File: src/rtl/core/assert_macros.svh
// ----------------------------------------------------------------------------
// Assertion macros
// Clocked assertions shared by the tokenizer RTL. They use the clk and rst_n
// of the module that includes this header.
// ----------------------------------------------------------------------------
`ifndef ASSERT_MACROS_SVH
`define ASSERT_MACROS_SVH
`ifndef SYNTH
// The property must hold at every clock edge outside reset.
`define STB_ASSERT(lbl, prop, msg) \
  lbl: assert property (@(posedge clk) disable iff (!rst_n) prop) else $error(msg);
// The expression must never be true outside reset.
`define STB_NEVER(lbl, expr, msg) \
  lbl: assert property (@(posedge clk) disable iff (!rst_n) !(expr)) else $error(msg);
`else
`define STB_ASSERT(lbl, prop, msg)
`define STB_NEVER(lbl, expr, msg)
`endif
`endif

File: src/rtl/core/stb_pkg.sv
// ----------------------------------------------------------------------------
// Source byte tokenizer package
// Token kinds, lexer modes, result word layout and character helpers.
// ----------------------------------------------------------------------------
`default_nettype none

package stb_pkg;

  // Default limit on the text length of one token.
  localparam int MAX_TOKEN_LEN_DEF = 127;

  // Depth of the result queue in front of the output port.
  localparam int FIFO_DEPTH = 4;

  // Characters with a meaning of their own.
  localparam logic [7:0] CH_NUL   = 8'h00;
  localparam logic [7:0] CH_NL    = 8'h0a;
  localparam logic [7:0] CH_QUOTE = 8'h22;
  localparam logic [7:0] CH_SLASH = 8'h2f;
  localparam logic [7:0] CH_COLON = 8'h3a;
  localparam logic [7:0] CH_BSL   = 8'h5c;
  localparam logic [7:0] CH_US    = 8'h5f;

  typedef enum logic [4:0] {
    TK_EOF, TK_INT, TK_STR, TK_PRINT, TK_IDENT, TK_NUMBER, TK_STRING,
    TK_DCOLON, TK_COLON, TK_EQUAL, TK_SEMI, TK_COMMA, TK_LPAREN, TK_RPAREN,
    TK_LBRACK, TK_RBRACK, TK_STAR, TK_HASH, TK_UNKNOWN
  } tok_kind_t;

  typedef enum logic [2:0] {
    LM_IDLE, LM_IDENT, LM_NUMBER, LM_STRING, LM_STRBSL, LM_COLON, LM_SLASH,
    LM_COMMENT
  } lex_mode_t;

  // One result word.
  typedef struct packed {
    tok_kind_t   kind;
    logic [7:0]  text;
    logic        has;
    logic        tok_end;
  } stb_res_t;

  // Up to two result words produced by one source byte, oldest in r0.
  typedef struct packed {
    logic     v0;
    logic     v1;
    stb_res_t r0;
    stb_res_t r1;
  } stb_push_t;

  function automatic stb_res_t mk_res(input tok_kind_t kind, input logic [7:0] text,
                                      input logic has, input logic tok_end);
    stb_res_t r;
    r.kind    = kind;
    r.text    = text;
    r.has     = has;
    r.tok_end = tok_end;
    return r;
  endfunction

  function automatic logic is_alpha(input logic [7:0] b);
    return (b >= 8'h61 && b <= 8'h7a) || (b >= 8'h41 && b <= 8'h5a);
  endfunction

  function automatic logic is_digit(input logic [7:0] b);
    return b >= 8'h30 && b <= 8'h39;
  endfunction

  function automatic logic is_space(input logic [7:0] b);
    return b == 8'h20 || (b >= 8'h09 && b <= 8'h0d);
  endfunction

  // Kind of a byte that stands alone as a token.
  function automatic tok_kind_t symbol_kind(input logic [7:0] b);
    tok_kind_t k;
    case (b)
      8'h3d:   k = TK_EQUAL;
      8'h3b:   k = TK_SEMI;
      8'h2c:   k = TK_COMMA;
      8'h28:   k = TK_LPAREN;
      8'h29:   k = TK_RPAREN;
      8'h5b:   k = TK_LBRACK;
      8'h5d:   k = TK_RBRACK;
      8'h2a:   k = TK_STAR;
      8'h23:   k = TK_HASH;
      default: k = TK_UNKNOWN;
    endcase
    return k;
  endfunction

  // Keyword spelling: keyword 0 is int, 1 is str, 2 is printf.
  function automatic logic [7:0] kw_char(input logic [1:0] k, input logic [2:0] idx);
    logic [47:0] s;
    case (k)
      2'd0:    s = {8'h69, 8'h6e, 8'h74, 24'h0};
      2'd1:    s = {8'h73, 8'h74, 8'h72, 24'h0};
      2'd2:    s = {8'h70, 8'h72, 8'h69, 8'h6e, 8'h74, 8'h66};
      default: s = 48'h0;
    endcase
    case (idx)
      3'd0:    return s[47:40];
      3'd1:    return s[39:32];
      3'd2:    return s[31:24];
      3'd3:    return s[23:16];
      3'd4:    return s[15:8];
      3'd5:    return s[7:0];
      default: return 8'h00;
    endcase
  endfunction

  function automatic logic [2:0] kw_len(input logic [1:0] k);
    case (k)
      2'd0:    return 3'd3;
      2'd1:    return 3'd3;
      2'd2:    return 3'd6;
      default: return 3'd0;
    endcase
  endfunction

  // Drop every keyword that byte b at position idx rules out.
  // Positions of seven and above arrive saturated at seven.
  function automatic logic [2:0] kw_step(input logic [2:0] kw, input logic [2:0] idx,
                                         input logic [7:0] b);
    logic [2:0] r;
    for (int k = 0; k < 3; k++) begin
      r[k] = kw[k] && (idx < kw_len(2'(k))) && (kw_char(2'(k), idx) == b);
    end
    return r;
  endfunction

  // Kind of a finished identifier of saturated length len.
  function automatic tok_kind_t ident_kind(input logic [2:0] kw, input logic [2:0] len);
    if (kw[0] && len == kw_len(2'd0)) return TK_INT;
    if (kw[1] && len == kw_len(2'd1)) return TK_STR;
    if (kw[2] && len == kw_len(2'd2)) return TK_PRINT;
    return TK_IDENT;
  endfunction

endpackage

`default_nettype wire

File: src/rtl/core/source_byte_tokenizer.sv
// ----------------------------------------------------------------------------
// Source byte tokenizer
// Streaming lexer: one source byte per word in, token text and kinds out.
// ----------------------------------------------------------------------------
//
//   Channel   Direction  Handshake            Word
//   in_       input      in_valid/in_ready    source_byte
//   out_      output     out_valid/out_ready  token_kind, text_byte, has_byte,
//                                             token_end
//
// One source byte is taken per cycle while in_ready is high; the lexer state
// updates in that cycle. A byte yields zero, one or two result words, which
// go into a four-word queue; a two-word byte drains one word at a time.
// in_ready is low while the queue has fewer than two free words, so it
// follows only the queue fill and output stalls.
// Reset is synchronous; there is no clearing pass.
//
`default_nettype none

`include "assert_macros.svh"

module source_byte_tokenizer #(
  parameter int MAX_TOKEN_LEN = stb_pkg::MAX_TOKEN_LEN_DEF
) (
  input  logic       clk,
  input  logic       rst_n,
  input  logic       in_valid,
  output logic       in_ready,
  input  logic [7:0] in_source_byte,
  output logic       out_valid,
  input  logic       out_ready,
  output logic [4:0] out_token_kind,
  output logic [7:0] out_text_byte,
  output logic       out_has_byte,
  output logic       out_token_end
);

  stb_pkg::stb_push_t push;
  stb_pkg::stb_res_t  out_res;
  logic               step;

  assign step = in_valid && in_ready;

  // Lexer core.
  stb_lexer #(
    .MAX_TOKEN_LEN(MAX_TOKEN_LEN)
  ) u_lexer (
    .clk      (clk),
    .rst_n    (rst_n),
    .step     (step),
    .src_byte (in_source_byte),
    .push     (push)
  );

  // Result queue.
  stb_result_fifo u_fifo (
    .clk       (clk),
    .rst_n     (rst_n),
    .wr_en     (step),
    .push      (push),
    .room      (in_ready),
    .out_valid (out_valid),
    .out_ready (out_ready),
    .out_res   (out_res)
  );

  // Output word fields.
  assign out_token_kind = out_res.kind;
  assign out_text_byte  = out_res.text;
  assign out_has_byte   = out_res.has;
  assign out_token_end  = out_res.tok_end;

  // Checks.
  `STB_NEVER(a_slot_order, push.v1 && !push.v0, "second result word without first")
  `STB_ASSERT(a_push_shows, (step && push.v0) |=> out_valid, "written word not shown")
  `STB_ASSERT(a_empty_ready, !out_valid |-> in_ready, "empty queue refuses a byte")

endmodule

`default_nettype wire

File: src/rtl/core/stb_lexer.sv
// ----------------------------------------------------------------------------
// Tokenizer lexer core
// Holds the lexer mode, token length and keyword candidates, and turns one
// source byte into up to two result words combinationally.
// ----------------------------------------------------------------------------
`default_nettype none

module stb_lexer #(
  parameter int MAX_TOKEN_LEN = stb_pkg::MAX_TOKEN_LEN_DEF
) (
  input  logic              clk,
  input  logic              rst_n,
  input  logic              step,
  input  logic [7:0]        src_byte,
  output stb_pkg::stb_push_t push
);

  localparam int LW = $clog2(MAX_TOKEN_LEN + 1);
  localparam logic [LW:0] LEN_MAX = (LW + 1)'(MAX_TOKEN_LEN);

  stb_pkg::lex_mode_t mode_r, mode_nxt;
  logic [LW-1:0]      len_r, len_nxt;
  logic [2:0]         kw_r, kw_nxt;

  logic [LW:0] len_p1, len_p2;
  logic        full1, full2, len_full;
  logic [2:0]  len_sat;
  logic [2:0]  kw_cont, kw_start;
  logic        b_nul, b_nl, b_space, b_digit, b_idst, b_idch;
  logic        b_quote, b_bsl, b_colon, b_slash;
  logic        go_idle;

  stb_pkg::stb_res_t ra, rb, ri;
  logic              ra_v, rb_v, ri_v;

  // Length arithmetic, one bit wider so the limit compare never wraps.
  assign len_p1   = {1'b0, len_r} + (LW + 1)'(1);
  assign len_p2   = {1'b0, len_r} + (LW + 1)'(2);
  assign full1    = len_p1 >= LEN_MAX;
  assign full2    = len_p2 >= LEN_MAX;
  assign len_full = {1'b0, len_r} >= LEN_MAX;
  assign len_sat  = (len_r >= LW'(7)) ? 3'd7 : len_r[2:0];

  // Keyword candidates after this byte, inside and at the start of a word.
  assign kw_cont  = stb_pkg::kw_step(kw_r, len_sat, src_byte);
  assign kw_start = stb_pkg::kw_step(3'b111, 3'd0, src_byte);

  // Character classes.
  assign b_nul   = src_byte == stb_pkg::CH_NUL;
  assign b_nl    = src_byte == stb_pkg::CH_NL;
  assign b_space = stb_pkg::is_space(src_byte);
  assign b_digit = stb_pkg::is_digit(src_byte);
  assign b_idst  = stb_pkg::is_alpha(src_byte) || src_byte == stb_pkg::CH_US;
  assign b_idch  = b_idst || b_digit;
  assign b_quote = src_byte == stb_pkg::CH_QUOTE;
  assign b_bsl   = src_byte == stb_pkg::CH_BSL;
  assign b_colon = src_byte == stb_pkg::CH_COLON;
  assign b_slash = src_byte == stb_pkg::CH_SLASH;

  // Decide whether this byte is lexed afresh from the idle mode.
  always_comb begin
    case (mode_r)
      stb_pkg::LM_IDENT:   go_idle = !b_idch;
      stb_pkg::LM_NUMBER:  go_idle = !b_digit;
      stb_pkg::LM_STRING:  go_idle = len_full ? !b_quote : b_nul;
      stb_pkg::LM_STRBSL:  go_idle = !b_quote && (b_nul || full1);
      stb_pkg::LM_COLON:   go_idle = !b_colon;
      stb_pkg::LM_SLASH:   go_idle = !b_slash;
      stb_pkg::LM_COMMENT: go_idle = b_nl || b_nul;
      default:             go_idle = 1'b1;
    endcase
  end

  // Next state.
  always_comb begin
    mode_nxt = mode_r;
    len_nxt  = len_r;
    kw_nxt   = kw_r;
    case (mode_r)
      stb_pkg::LM_IDENT: begin
        if (b_idch) begin
          kw_nxt = kw_cont;
          if (full1) begin
            mode_nxt = stb_pkg::LM_IDLE;
            len_nxt  = '0;
          end else begin
            len_nxt = len_p1[LW-1:0];
          end
        end
      end
      stb_pkg::LM_NUMBER: begin
        if (b_digit) begin
          if (full1) begin
            mode_nxt = stb_pkg::LM_IDLE;
            len_nxt  = '0;
          end else begin
            len_nxt = len_p1[LW-1:0];
          end
        end
      end
      stb_pkg::LM_STRING: begin
        // A long string stays here at the limit so a closing quote is eaten.
        if (len_full || b_quote) begin
          mode_nxt = stb_pkg::LM_IDLE;
          len_nxt  = '0;
        end else if (b_bsl) begin
          mode_nxt = stb_pkg::LM_STRBSL;
        end else if (!b_nul) begin
          len_nxt = len_p1[LW-1:0];
        end
      end
      stb_pkg::LM_STRBSL: begin
        if (b_quote) begin
          mode_nxt = stb_pkg::LM_STRING;
          len_nxt  = len_p1[LW-1:0];
        end else if (full1) begin
          // Backslash text filled the token; this byte is lexed afresh.
          mode_nxt = stb_pkg::LM_IDLE;
          len_nxt  = '0;
        end else if (!b_nul) begin
          if (b_bsl) begin
            mode_nxt = stb_pkg::LM_STRBSL;
            len_nxt  = len_p1[LW-1:0];
          end else begin
            mode_nxt = stb_pkg::LM_STRING;
            len_nxt  = len_p2[LW-1:0];
          end
        end
      end
      stb_pkg::LM_COLON: begin
        if (b_colon) mode_nxt = stb_pkg::LM_IDLE;
      end
      stb_pkg::LM_SLASH: begin
        if (b_slash) mode_nxt = stb_pkg::LM_COMMENT;
      end
      default: begin
      end
    endcase

    // Start of a new token from the idle mode.
    if (go_idle) begin
      mode_nxt = stb_pkg::LM_IDLE;
      len_nxt  = '0;
      if (b_idst) begin
        mode_nxt = stb_pkg::LM_IDENT;
        kw_nxt   = kw_start;
        len_nxt  = LW'(1);
      end else if (b_digit) begin
        mode_nxt = stb_pkg::LM_NUMBER;
        len_nxt  = LW'(1);
      end else if (b_quote) begin
        mode_nxt = stb_pkg::LM_STRING;
      end else if (b_colon) begin
        mode_nxt = stb_pkg::LM_COLON;
      end else if (b_slash) begin
        mode_nxt = stb_pkg::LM_SLASH;
      end
    end
  end

  // Result words. The kind reads as zero until the last word of a token.
  always_comb begin
    ra   = stb_pkg::mk_res(stb_pkg::TK_EOF, 8'h00, 1'b0, 1'b0);
    rb   = ra;
    ri   = ra;
    ra_v = 1'b0;
    rb_v = 1'b0;
    ri_v = 1'b0;
    case (mode_r)
      stb_pkg::LM_IDENT: begin
        ra_v = 1'b1;
        if (b_idch) begin
          // At the limit the length is past every keyword.
          ra = full1 ? stb_pkg::mk_res(stb_pkg::TK_IDENT, src_byte, 1'b1, 1'b1)
                     : stb_pkg::mk_res(stb_pkg::TK_EOF, src_byte, 1'b1, 1'b0);
        end else begin
          ra = stb_pkg::mk_res(stb_pkg::ident_kind(kw_r, len_sat), 8'h00, 1'b0, 1'b1);
        end
      end
      stb_pkg::LM_NUMBER: begin
        ra_v = 1'b1;
        if (b_digit) begin
          ra = full1 ? stb_pkg::mk_res(stb_pkg::TK_NUMBER, src_byte, 1'b1, 1'b1)
                     : stb_pkg::mk_res(stb_pkg::TK_EOF, src_byte, 1'b1, 1'b0);
        end else begin
          ra = stb_pkg::mk_res(stb_pkg::TK_NUMBER, 8'h00, 1'b0, 1'b1);
        end
      end
      stb_pkg::LM_STRING: begin
        if (!len_full) begin
          if (b_quote || b_nul) begin
            ra_v = 1'b1;
            ra   = stb_pkg::mk_res(stb_pkg::TK_STRING, 8'h00, 1'b0, 1'b1);
          end else if (!b_bsl) begin
            ra_v = 1'b1;
            ra   = full1 ? stb_pkg::mk_res(stb_pkg::TK_STRING, src_byte, 1'b1, 1'b1)
                         : stb_pkg::mk_res(stb_pkg::TK_EOF, src_byte, 1'b1, 1'b0);
          end
        end
      end
      stb_pkg::LM_STRBSL: begin
        ra_v = 1'b1;
        if (b_quote) begin
          // Escaped quote becomes plain text.
          ra = full1 ? stb_pkg::mk_res(stb_pkg::TK_STRING, stb_pkg::CH_QUOTE, 1'b1, 1'b1)
                     : stb_pkg::mk_res(stb_pkg::TK_EOF, stb_pkg::CH_QUOTE, 1'b1, 1'b0);
        end else if (b_nul || full1) begin
          // The held backslash closes the string.
          ra = stb_pkg::mk_res(stb_pkg::TK_STRING, stb_pkg::CH_BSL, 1'b1, 1'b1);
        end else begin
          ra = stb_pkg::mk_res(stb_pkg::TK_EOF, stb_pkg::CH_BSL, 1'b1, 1'b0);
          if (!b_bsl) begin
            rb_v = 1'b1;
            rb   = full2 ? stb_pkg::mk_res(stb_pkg::TK_STRING, src_byte, 1'b1, 1'b1)
                         : stb_pkg::mk_res(stb_pkg::TK_EOF, src_byte, 1'b1, 1'b0);
          end
        end
      end
      stb_pkg::LM_COLON: begin
        ra_v = 1'b1;
        if (b_colon) begin
          rb_v = 1'b1;
          ra   = stb_pkg::mk_res(stb_pkg::TK_EOF, stb_pkg::CH_COLON, 1'b1, 1'b0);
          rb   = stb_pkg::mk_res(stb_pkg::TK_DCOLON, stb_pkg::CH_COLON, 1'b1, 1'b1);
        end else begin
          ra = stb_pkg::mk_res(stb_pkg::TK_COLON, stb_pkg::CH_COLON, 1'b1, 1'b1);
        end
      end
      stb_pkg::LM_SLASH: begin
        if (!b_slash) begin
          ra_v = 1'b1;
          ra   = stb_pkg::mk_res(stb_pkg::TK_UNKNOWN, stb_pkg::CH_SLASH, 1'b1, 1'b1);
        end
      end
      default: begin
      end
    endcase

    // Word from lexing the byte afresh.
    if (go_idle) begin
      if (b_nul) begin
        ri_v = 1'b1;
        ri   = stb_pkg::mk_res(stb_pkg::TK_EOF, 8'h00, 1'b0, 1'b1);
      end else if (b_idst || b_digit) begin
        ri_v = 1'b1;
        ri   = stb_pkg::mk_res(stb_pkg::TK_EOF, src_byte, 1'b1, 1'b0);
      end else if (!(b_space || b_quote || b_colon || b_slash)) begin
        ri_v = 1'b1;
        ri   = stb_pkg::mk_res(stb_pkg::symbol_kind(src_byte), src_byte, 1'b1, 1'b1);
      end
    end
  end

  // Pack the words in order; the second slot is only used after the first.
  always_comb begin
    push.v0 = ra_v || ri_v;
    push.v1 = ra_v && (rb_v || ri_v);
    push.r0 = ra_v ? ra : ri;
    push.r1 = rb_v ? rb : ri;
  end

  // State registers advance on every accepted byte.
  always_ff @(posedge clk) begin
    if (!rst_n) begin
      mode_r <= stb_pkg::LM_IDLE;
      len_r  <= '0;
      kw_r   <= 3'b111;
    end else if (step) begin
      mode_r <= mode_nxt;
      len_r  <= len_nxt;
      kw_r   <= kw_nxt;
    end
  end

endmodule

`default_nettype wire

File: src/rtl/core/stb_result_fifo.sv
// ----------------------------------------------------------------------------
// Tokenizer result queue
// Small queue that takes up to two result words per cycle and hands one word
// per cycle to the output port while out_ready is high.
// ----------------------------------------------------------------------------
`default_nettype none

module stb_result_fifo (
  input  logic               clk,
  input  logic               rst_n,
  input  logic               wr_en,
  input  stb_pkg::stb_push_t push,
  output logic               room,
  output logic               out_valid,
  input  logic               out_ready,
  output stb_pkg::stb_res_t  out_res
);

  localparam int PW = $clog2(stb_pkg::FIFO_DEPTH);
  localparam int CW = $clog2(stb_pkg::FIFO_DEPTH + 1);

  stb_pkg::stb_res_t mem [stb_pkg::FIFO_DEPTH];
  logic [PW-1:0]     wr_ptr_r, wr_ptr_nxt, rd_ptr_r, rd_ptr_nxt;
  logic [CW-1:0]     count_r, count_nxt;
  logic [1:0]        n_wr;
  logic              pop;

  // Number of words written and read this cycle.
  assign n_wr = wr_en ? ({1'b0, push.v0} + {1'b0, push.v1}) : 2'd0;
  assign pop  = out_valid && out_ready;

  // Pointer and fill updates.
  assign wr_ptr_nxt = wr_ptr_r + PW'(n_wr);
  assign rd_ptr_nxt = rd_ptr_r + PW'(pop);
  assign count_nxt  = count_r + CW'(n_wr) - CW'(pop);

  // Room for the two words a byte may produce.
  assign room      = count_r <= CW'(stb_pkg::FIFO_DEPTH - 2);
  assign out_valid = count_r != '0;
  assign out_res   = mem[rd_ptr_r];

  // Word storage.
  always_ff @(posedge clk) begin
    if (wr_en && push.v0) mem[wr_ptr_r] <= push.r0;
    if (wr_en && push.v1) mem[wr_ptr_r + PW'(1)] <= push.r1;
  end

  // Control registers.
  always_ff @(posedge clk) begin
    if (!rst_n) begin
      wr_ptr_r <= '0;
      rd_ptr_r <= '0;
      count_r  <= '0;
    end else begin
      wr_ptr_r <= wr_ptr_nxt;
      rd_ptr_r <= rd_ptr_nxt;
      count_r  <= count_nxt;
    end
  end

endmodule

`default_nettype wire
File: config.mk
export PLATFORM = sky130hd
export DESIGN_NAME = source_byte_tokenizer
export DESIGN_NICKNAME = d
export VERILOG_FILES = /design/src/rtl/core/stb_pkg.sv /design/src/rtl/core/source_byte_tokenizer.sv /design/src/rtl/core/stb_lexer.sv /design/src/rtl/core/stb_result_fifo.sv
export VERILOG_INCLUDE_DIRS = /design/src /design/src/rtl/core
export SDC_FILE = /design/constraint.sdc
export NUM_CORES = 1
export LEC_CHECK = 0
export BUFFER_PORTS_ARGS = -buffer_cell sky130_fd_sc_hd__buf_2
export CAP_MARGIN = 10
export CORE_UTILIZATION = 32
export DETAILED_ROUTE_END_ITERATION = 7
export GPL_TIMING_DRIVEN = 0
export PLACE_DENSITY = 0.5
export SYNTH_ARGS = -nofsm -noshare
export SYNTH_HDL_FRONTEND = slang
export SYNTH_HIERARCHICAL = 1
export SYNTH_SLANG_ARGS = --single-unit
export TNS_END_PERCENT = 5
File: constraint.sdc
create_clock -name clk -period 6.4 [get_ports clk]
set_input_delay 0.32 -clock clk [delete_from_list [all_inputs] [get_ports clk]]
set_output_delay 0.32 -clock clk [all_outputs]
set_load 0.005 [all_outputs]
* Yosys cells after proc, flatten, opt, wreduce, memory -nomap -nowiden
Memories as Yosys holds them, arrays and structs flattened. A register that Yosys moved wholly into a read port is not among the register bits. Index checks and enable logic that the tools add are counted.
Operators by class: add/sub/neg operators 8, magnitude comparators 15, equality and inequality tests 43, mux-type cells 106, reduce and logical (&&, ||, !) cells 45
Operators with widths (count):
- $mux W15 | 16
- $mux W13 | 7
- $pmux W15 S6 | 1
- $eq A8 B6 Y1 const B | 11
- $mux W7 | 12
- $mux W3 | 22
- $pmux W5 S9 | 1
- $pmux W7 S3 | 2
- $pmux W7 S6 | 1
- $eq A8 B7 Y1 const B | 4
- $ge A8 B7 Y1 const B | 4
- $mux W5 | 6
- $pmux W15 S2 | 1
- $mux W1 | 29
- $pmux W7 S4 | 1
- $eq A7 B8 Y1 | 3
- $eq A7 B8 Y1 const A | 3
- $eq A3 B3 Y1 const B | 7
- $logic_and A1 B1 Y1 | 19
- $pmux W3 S6 | 1
- $le A8 B7 Y1 const B | 2
- $mux W14 | 1
- $logic_or A1 B1 Y1 | 13
- $eq A3 B2 Y1 const B | 4
- other kinds (36) | 46
Storage, ports and cells: flip-flop bits (word level) 20, bits in writable memories 60, bits of input ports 12, output and inout bits 17, logic and storage cells 224, memories 1
Memory list:
- u_fifo.mem | words 4, width 15, rd ports 1, clocked after Yosys merged registers in 1, write ports 2, line stb_result_fifo.sv:22 | stb_pkg::stb_res_t mem [stb_pkg::FIFO_DEPTH];

* Depth between registers and ports, before layout
Gate-level depths: netlist (run 1).
depth in word-level cells 20, mapped depth 19

* Cells and area by module
Netlist (run 1), hierarchy kept.
By module, submodules not included:
- stb_result_fifo | times used 1, cells each 198, area each 3525.9 µm²
- stb_lexer | times used 1, cells each 410, area each 2733.9 µm²
- source_byte_tokenizer | times used 1, cells each 1, area each 6.3 µm²

* Worst setup path after synthesis (run 1)
Ideal clock, no wire load.
path type register -> register, start point register u_lexer.len_r[0], end point register u_fifo.count_r[2], setup time 0.115 ns, data arrival time 3.951 ns, path slack 2.334 ns, stages on the path, launching flop included 20, buffers on the path 2, clock period less this slack 4.066 ns, cells stage by stage dfxtp_1 -> clkbuf_1 -> clkinv_1 -> ha_1 -> a31oi_1 -> a21oi_1 -> nor2_1 -> and3_1 -> clkbuf_1 -> nor2_1 -> a21oi_1 -> ha_1 -> and2_1 -> xnor2_1 -> ha_1 -> inv_1 -> fa_1 -> xor2_1 -> xnor2_1 -> and2_1
RTL lines:
- from (decl) | line stb_lexer.sv:22 | logic [LW-1:0] len_r, len_nxt;
- from (signal assigned) | line stb_lexer.sv:270 | len_r <= len_nxt;
- to (signal assigned) | line stb_result_fifo.sv:57 | count_r <= count_nxt;
- to (decl) | line stb_result_fifo.sv:24 | logic [CW-1:0] count_r, count_nxt;

==> impl_metrics.json, run 1 <==
{
  "status": "finished, final reports clean",
  "syn_area_um2": 6266,
  "synth-edff-count": 60,
  "cts-hold-fix-buffers": 0,
  "cts.clk_slew.worst_paths_ns": 0.08,
  "layout_common_cells": "60 x edfxtp_1, 39 x nand2_1, 38 x mux2_2",
  "min_path_type": "in2reg",
  "path_class": "reg2reg",
  "rsz0062_at_grt": "false",
  "cp-end-kind": "register",
  "die_x_um": 141.9,
  "vias": 5285,
  "diodes": 0,
  "gr-usage-all-layers_pct": 20.05,
  "placed_cell_area_um2": 6744,
  "arrival_ns": 5.75,
  "gp_congestion": 0.9079,
  "ys_seq_elements": 80,
  "ys_top_cells_by_area": "edfxtp_1 29%, mux2_2 6.8%, dfxtp_1 6.4%, mux4_2 5.4%, mux2_4 4.8%",
  "sequentialPowerShare_pct": 34.6,
  "synthArstFlopShare_pct": 0,
  "cts_buffers": 9,
  "drtPass1Iterations": 6,
  "drive_above_1_share_pct": 25.00,
  "final_area_um2": 7078,
  "tns_ns": 0,
  "syn_to_final_growth_pct": 12.96,
  "period_needed_ns": 5.488,
  "ys_seq_area_share_pct": 35.14,
  "drt_iter0_drc": 432,
  "vdd_ir_drop_max_mv": 0.1289,
  "setup_viol": 0,
  "maxSlewHeadroom_pct": 26.53,
  "rows": 50,
  "cts_htree_levels": 3,
  "p_per_area_nw_per_um2": 285.8,
  "path_max_fanout": 10,
  "synth_top_cell_area_share_pct": 28.75,
  "grt_max_degree": 17,
  "grt_pass1_wl_mm": 30.59,
  "internal_power_uw": 1365,
  "wirelength_mm": 19.15,
  "clk_path_buf_depth": 2,
  "grt_pass1_vias": 5341,
  "drtAntennaViolNets": 0,
  "fmax_ghz": 0.1822,
  "sw_frac_of_total_pct": 32.54,
  "leakage_uw": 0.002580,
  "route.detailed.drc": 0,
  "worst_slew_pin_slew_ns": 1.100,
  "cts_resized": 0,
  "cts_sinks": 80,
  "synth_area_per_cell_um2": 10.29,
  "mostFrequentLayoutCell": "edfxtp_1",
  "ios": 29,
  "tritoncts": "built",
  "holdWs_ns": 0.2971,
  "cts_setup_buffers": 0,
  "fp.dieH_um": 141.9,
  "drv_slew": 0,
  "pwr-share-comb_pct": 35.8,
  "clock_latency_ns": 0.36,
  "syn-num-nets": 630,
  "pwr-share-clk_pct": 29.6,
  "start_util_pct": 33.06,
  "antenna_found_initial": 0,
  "root_buffer": "clkbuf_16",
  "critPathRequiredTime_ns": 6.66,
  "port_buffers": 25,
  "yosysTopAreaCell": "edfxtp_1",
  "wl_per_cell_um": 20.99,
  "core_area_um2": 18960,
  "skew_ns": 0.01410,
  "maxCapViolCount": 0,
  "fin_crit_sh_pct": 85.75,
  "drt-vias-per-instance": 5.795,
  "switchingPower_uw": 658.1,
  "finalNetCount": 668,
  "syn_inst": 609,
  "dp_hpwl_mm": 14.27,
  "yosysUniqueCellTypes": 90,
  "start_kind": "register",
  "ys_warn_count": 6,
  "grt_overflow": 0,
  "die-area_um2": 20150,
  "hold_viol": 0,
  "synthFlopType": "edfxtp_1"
}
## power by group through the flow
| stage | sequential, uW | combinational [uW] | clock, uW |
|---|---|---|---|
| after global placement | 709 | 703 | 0 |
| final | 700 | 724 | 599 |
| after detailed placement | 713 | 727 | 0 |
| after global routing | 708 | 797 | 630 |
| after floorplan | 703 | 517 | 0 |
| after CTS | 702 | 731 | 614 |
## registers in the layout (all words and copies together), names as in the netlist
signal           count
u_lexer/kw_r         3
u_fifo/mem          60
u_fifo/rd_ptr_r      2
u_lexer/mode_r       3
u_fifo/count_r       3
u_fifo/wr_ptr_r      2
u_lexer/len_r        7
## worst max-delay path, stage by stage (launching register included)
cell	delay, ns
dfxtp_1	0.41
clkbuf_1	0.41
clkinv_1	0.42
ha_1	0.35
a31oi_1	0.30
a21oi_1	0.36
nor2_1	0.54
and3_1	0.23
clkbuf_1	0.31
nor2_1	0.08
a21oi_1	0.27
ha_1	0.28
and2_1	0.20
xnor2_1	0.20
ha_1	0.17
inv_1	0.05
fa_1	0.37
xor2_1	0.17
xnor2_1	0.12
and2_1	0.15
## per-stage QoR
step	power, uW	instances	util [%]	setup WS [ns]
2_1_floorplan	1220	609	-	2.334
3_3_place_gp	1412	894	35.43	0.7554
3_5_place_dp	1440	896	35.58	1.032
4_1_cts	2046	912	37.34	1.002
5_1_grt	2135	912	37.34	0.4988
6_report	2023	912	37.34	0.9120
## final timing paths
check | endpoint | depth (start not counted) | start | slack (ns)
max | u_fifo/count_r[2] | 19 | u_lexer/len_r[0] | 0.91
max reg2reg | u_fifo/count_r[2] | 19 | u_lexer/len_r[0] | 0.91
min reg2reg | u_lexer/kw_r[2] | 2 | u_lexer/kw_r[2] | 0.51
min | u_fifo/count_r[2] | 2 | rst_n | 0.30
## kinds of logic after synthesis
group / share of synthesized area [%]
multiplexers: 18.51
AO/OA/AOI/OAI: 17.49
adder cells (fa/ha/maj): 1.917
XOR/XNOR: 2.237
AND/OR/NAND/NOR: 19.47
buffers and inverters: 5.232
flip-flops: 35.14
## metal layers
metal	wire length (um)	share of wire, %	up-vias	track usage, %
li1	-	-	2431	-
met1	8364	44	2622	26.02
met2	9259	48	205	33.19
met3	1147	6.0	27	3.970
met4	375	2.0	0	7.018
met5	0	0	-	0
## area by class of cell
class | count | area [um2]
fill | 1899 | 11880
multi-input combinational | 463 | 3741
sequential | 80 | 2202
tap | 260 | 325.3
buffer | 50 | 267.8
clock buffer | 9 | 225.2
timing repair buffer | 27 | 147.6
clock inverter | 7 | 108.9
inverter | 16 | 60.06
## synthesized netlist by cell type, types with 5 or more instances
cell type / n
a21o_1: 7
a21oi_1: 32
a31oi_1: 9
a32o_1: 5
and2_1: 12
and3_1: 8
buf_2: 10
buf_6: 7
clkbuf_1: 26
dfxtp_1: 20
edfxtp_1: 60
ha_1: 8
inv_1: 13
mux2_2: 38
mux2_4: 20
mux2i_1: 6
mux4_2: 15
nand2_1: 39
nand2b_1: 7
nand3_1: 21
nand4_1: 9
nor2_1: 36
nor2b_1: 10
nor3_1: 11
nor3b_1: 6
nor4_1: 7
o211ai_1: 8
o21ai_0: 24
o21ai_1: 8
o31ai_1: 7
xnor2_1: 9
xor2_1: 7
Note: power is estimated with default switching activity, not from simulation.
==> run 2, diff against run 1 <==
--- a/config.mk
+++ b/config.mk
@@ -8,10 +8,12 @@
 export LEC_CHECK = 0
 export BUFFER_PORTS_ARGS = -buffer_cell sky130_fd_sc_hd__buf_2
 export CAP_MARGIN = 10
+export CELL_PAD_IN_SITES_DETAIL_PLACEMENT = 1
+export CELL_PAD_IN_SITES_GLOBAL_PLACEMENT = 1
 export CORE_UTILIZATION = 32
 export DETAILED_ROUTE_END_ITERATION = 7
 export GPL_TIMING_DRIVEN = 0
-export PLACE_DENSITY = 0.5
+export PLACE_DENSITY = 0.59
 export SYNTH_ARGS = -nofsm -noshare
 export SYNTH_HDL_FRONTEND = slang
 export SYNTH_HIERARCHICAL = 1
==> run 2 against run 1 <==
  * Sequential share of layout area up 0.14 points
  * Non-clock buffer count unchanged
  * Clock skew down 0.00060 ns
  * Maximum frequency up 3.5%
  * Routed wire length up 7.2%
  * Sequential power about the same
  * Combinational power up 1%
  * Critical path type unchanged
==> impl_metrics.json, run 2 (synthesis gave the netlist of run 1 again) <==
{
  "start_kind": "register",
  "vdd_ir_drop_max_mv": 0.1300,
  "drv_slew": 0,
  "drt_iter0_drc": 329,
  "holdWs_ns": 0.3229,
  "port_buffers": 25,
  "cts_setup_buffers": 0,
  "rsz0062_at_grt": "false",
  "core_area_um2": 18960,
  "clk_path_buf_depth": 2,
  "min_path_type": "in2reg",
  "drive_above_1_share_pct": 24.85,
  "largest-register": "u_fifo/mem",
  "start_util_pct": 33.06,
  "arrival_ns": 5.53,
  "reg_top3": "u_fifo/mem (60), u_lexer/len_r (7)",
  "dp_hpwl_mm": 15.55,
  "cts_htree_levels": 3,
  "drt-vias-per-instance": 5.763,
  "fin_crit_sh_pct": 82.81,
  "wirelength_mm": 20.53,
  "hold_viol": 0,
  "fmax_ghz": 0.1887,
  "p_per_area_nw_per_um2": 280.5,
  "mostFrequentLayoutCell": "edfxtp_1",
  "worst_slew_pin_slew_ns": 0.9716,
  "clock_latency_ns": 0.35,
  "leakage_uw": 0.002565,
  "antenna_found_initial": 0,
  "grt_overflow": 0,
  "drtPass1Iterations": 5,
  "period_needed_ns": 5.300,
  "maxSlewHeadroom_pct": 33.55,
  "path_class": "reg2reg",
  "vias": 5256,
  "gr-usage-all-layers_pct": 21.20,
  "path_max_fanout": 10,
  "cts_sinks": 80,
  "syn_to_final_growth_pct": 12.44,
  "grt_max_degree": 16,
  "diodes": 0,
  "cts.clk_slew.worst_paths_ns": 0.07,
  "cp-end-kind": "register",
  "cts_buffers": 9,
  "nFillCells": 2154,
  "layout_common_cells": "60 x edfxtp_1, 39 x nand2_1, 38 x mux2_2",
  "die-area_um2": 20150,
  "grt_pass1_wl_mm": 32.20,
  "ios": 29,
  "tritoncts": "built",
  "grt_pass1_vias": 5453,
  "maxCapViolCount": 0,
  "finalNetCount": 668,
  "fp.dieH_um": 141.9,
  "route.detailed.drc": 0,
  "gp_congestion": 0.9149,
  "setup_viol": 0,
  "seq_area_um2": 2202,
  "multi_input_area_um2": 3741,
  "status": "finished, final reports clean",
  "tns_ns": 0,
  "critPathRequiredTime_ns": 6.63,
  "cts-hold-fix-buffers": 0,
  "skew_ns": 0.01349,
  "root_buffer": "clkbuf_16",
  "cts_resized": 0,
  "die_x_um": 141.9,
  "largest_reg_flops": 60,
  "drtAntennaViolNets": 0,
  "rows": 50,
  "wl_per_cell_um": 22.52
}
-- run 2: cell count changes in the layout (fill, tap and decap cells not counted), sizes merged --
cell / before / now
bufinv: 2 / 1
clkinv: 2 / 4
inv: 19 / 18
-- run 2: area by class of cell --
| class | instances | share of cell area [%] |
|---|---|---|
| multi-input cells | 463 | 53.10 |
| clock inverters | 7 | 1.083 |
| well taps | 260 | 4.617 |
| inverters | 16 | 0.8524 |
| repair buffers | 27 | 2.096 |
| plain buffers | 50 | 3.800 |
| clock buffers | 9 | 3.197 |
| flip-flops and latches | 80 | 31.26 |
-- run 2: worst max-delay path: stages, from the launching register on --
cell and delay, ns:
dfxtp_1 0.38, clkbuf_1 0.38, clkinv_1 0.40, ha_1 0.34, a31oi_1 0.28, a21oi_1 0.35
nor2_1 0.49, and3_1 0.22, clkbuf_1 0.32, nor2_1 0.08, a21oi_1 0.27, ha_1 0.28
and2_1 0.19, xnor2_1 0.17, ha_1 0.16, inv_1 0.05, fa_1 0.37, xor2_1 0.16
xnor2_1 0.12, and2_1 0.16
-- run 2: power breakdown --
part | switching, uW | internal [uW]
clock network | 235 | 308
logic | 390 | 342
registers | 31.4 | 671
-- run 2: final timing paths --
kind | start | end | slack, ns | cells after the start
setup reg to reg | u_lexer/len_r[0] | u_fifo/count_r[2] | 1.10 | 19
setup / recovery | u_lexer/len_r[0] | u_fifo/count_r[2] | 1.10 | 19
hold / removal | rst_n | u_fifo/count_r[1] | 0.32 | 2
hold reg to reg | u_lexer/kw_r[2] | u_lexer/kw_r[2] | 0.52 | 2
-- run 2: through the flow --
| step | cell area, um2 | util [%] | power (uW) | cells | worst slack, ns |
|---|---|---|---|---|---|
| detailed placement | 6744 | 35.58 | 1452 | 896 | 1.166 |
| finish | 7046 | 37.17 | 1976 | 912 | 1.100 |
| global placement | 6716 | 35.43 | 1411 | 894 | 0.8788 |
| floorplan | 6266 | - | 1220 | 609 | 2.334 |
| CTS | 7046 | 37.17 | 2005 | 912 | 1.132 |
| global route | 7046 | 37.17 | 2076 | 912 | 0.7103 |
-- run 2: layer usage --
metal	global-route usage (%)	vias up	share of wire, %	wire length, um
met5	0	-	0	0
met4	5.999	0	1.6	337
met3	3.096	24	3.6	737
met2	36.74	101	50	10210
met1	27.36	2701	45	9248
li1	-	2430	-	-
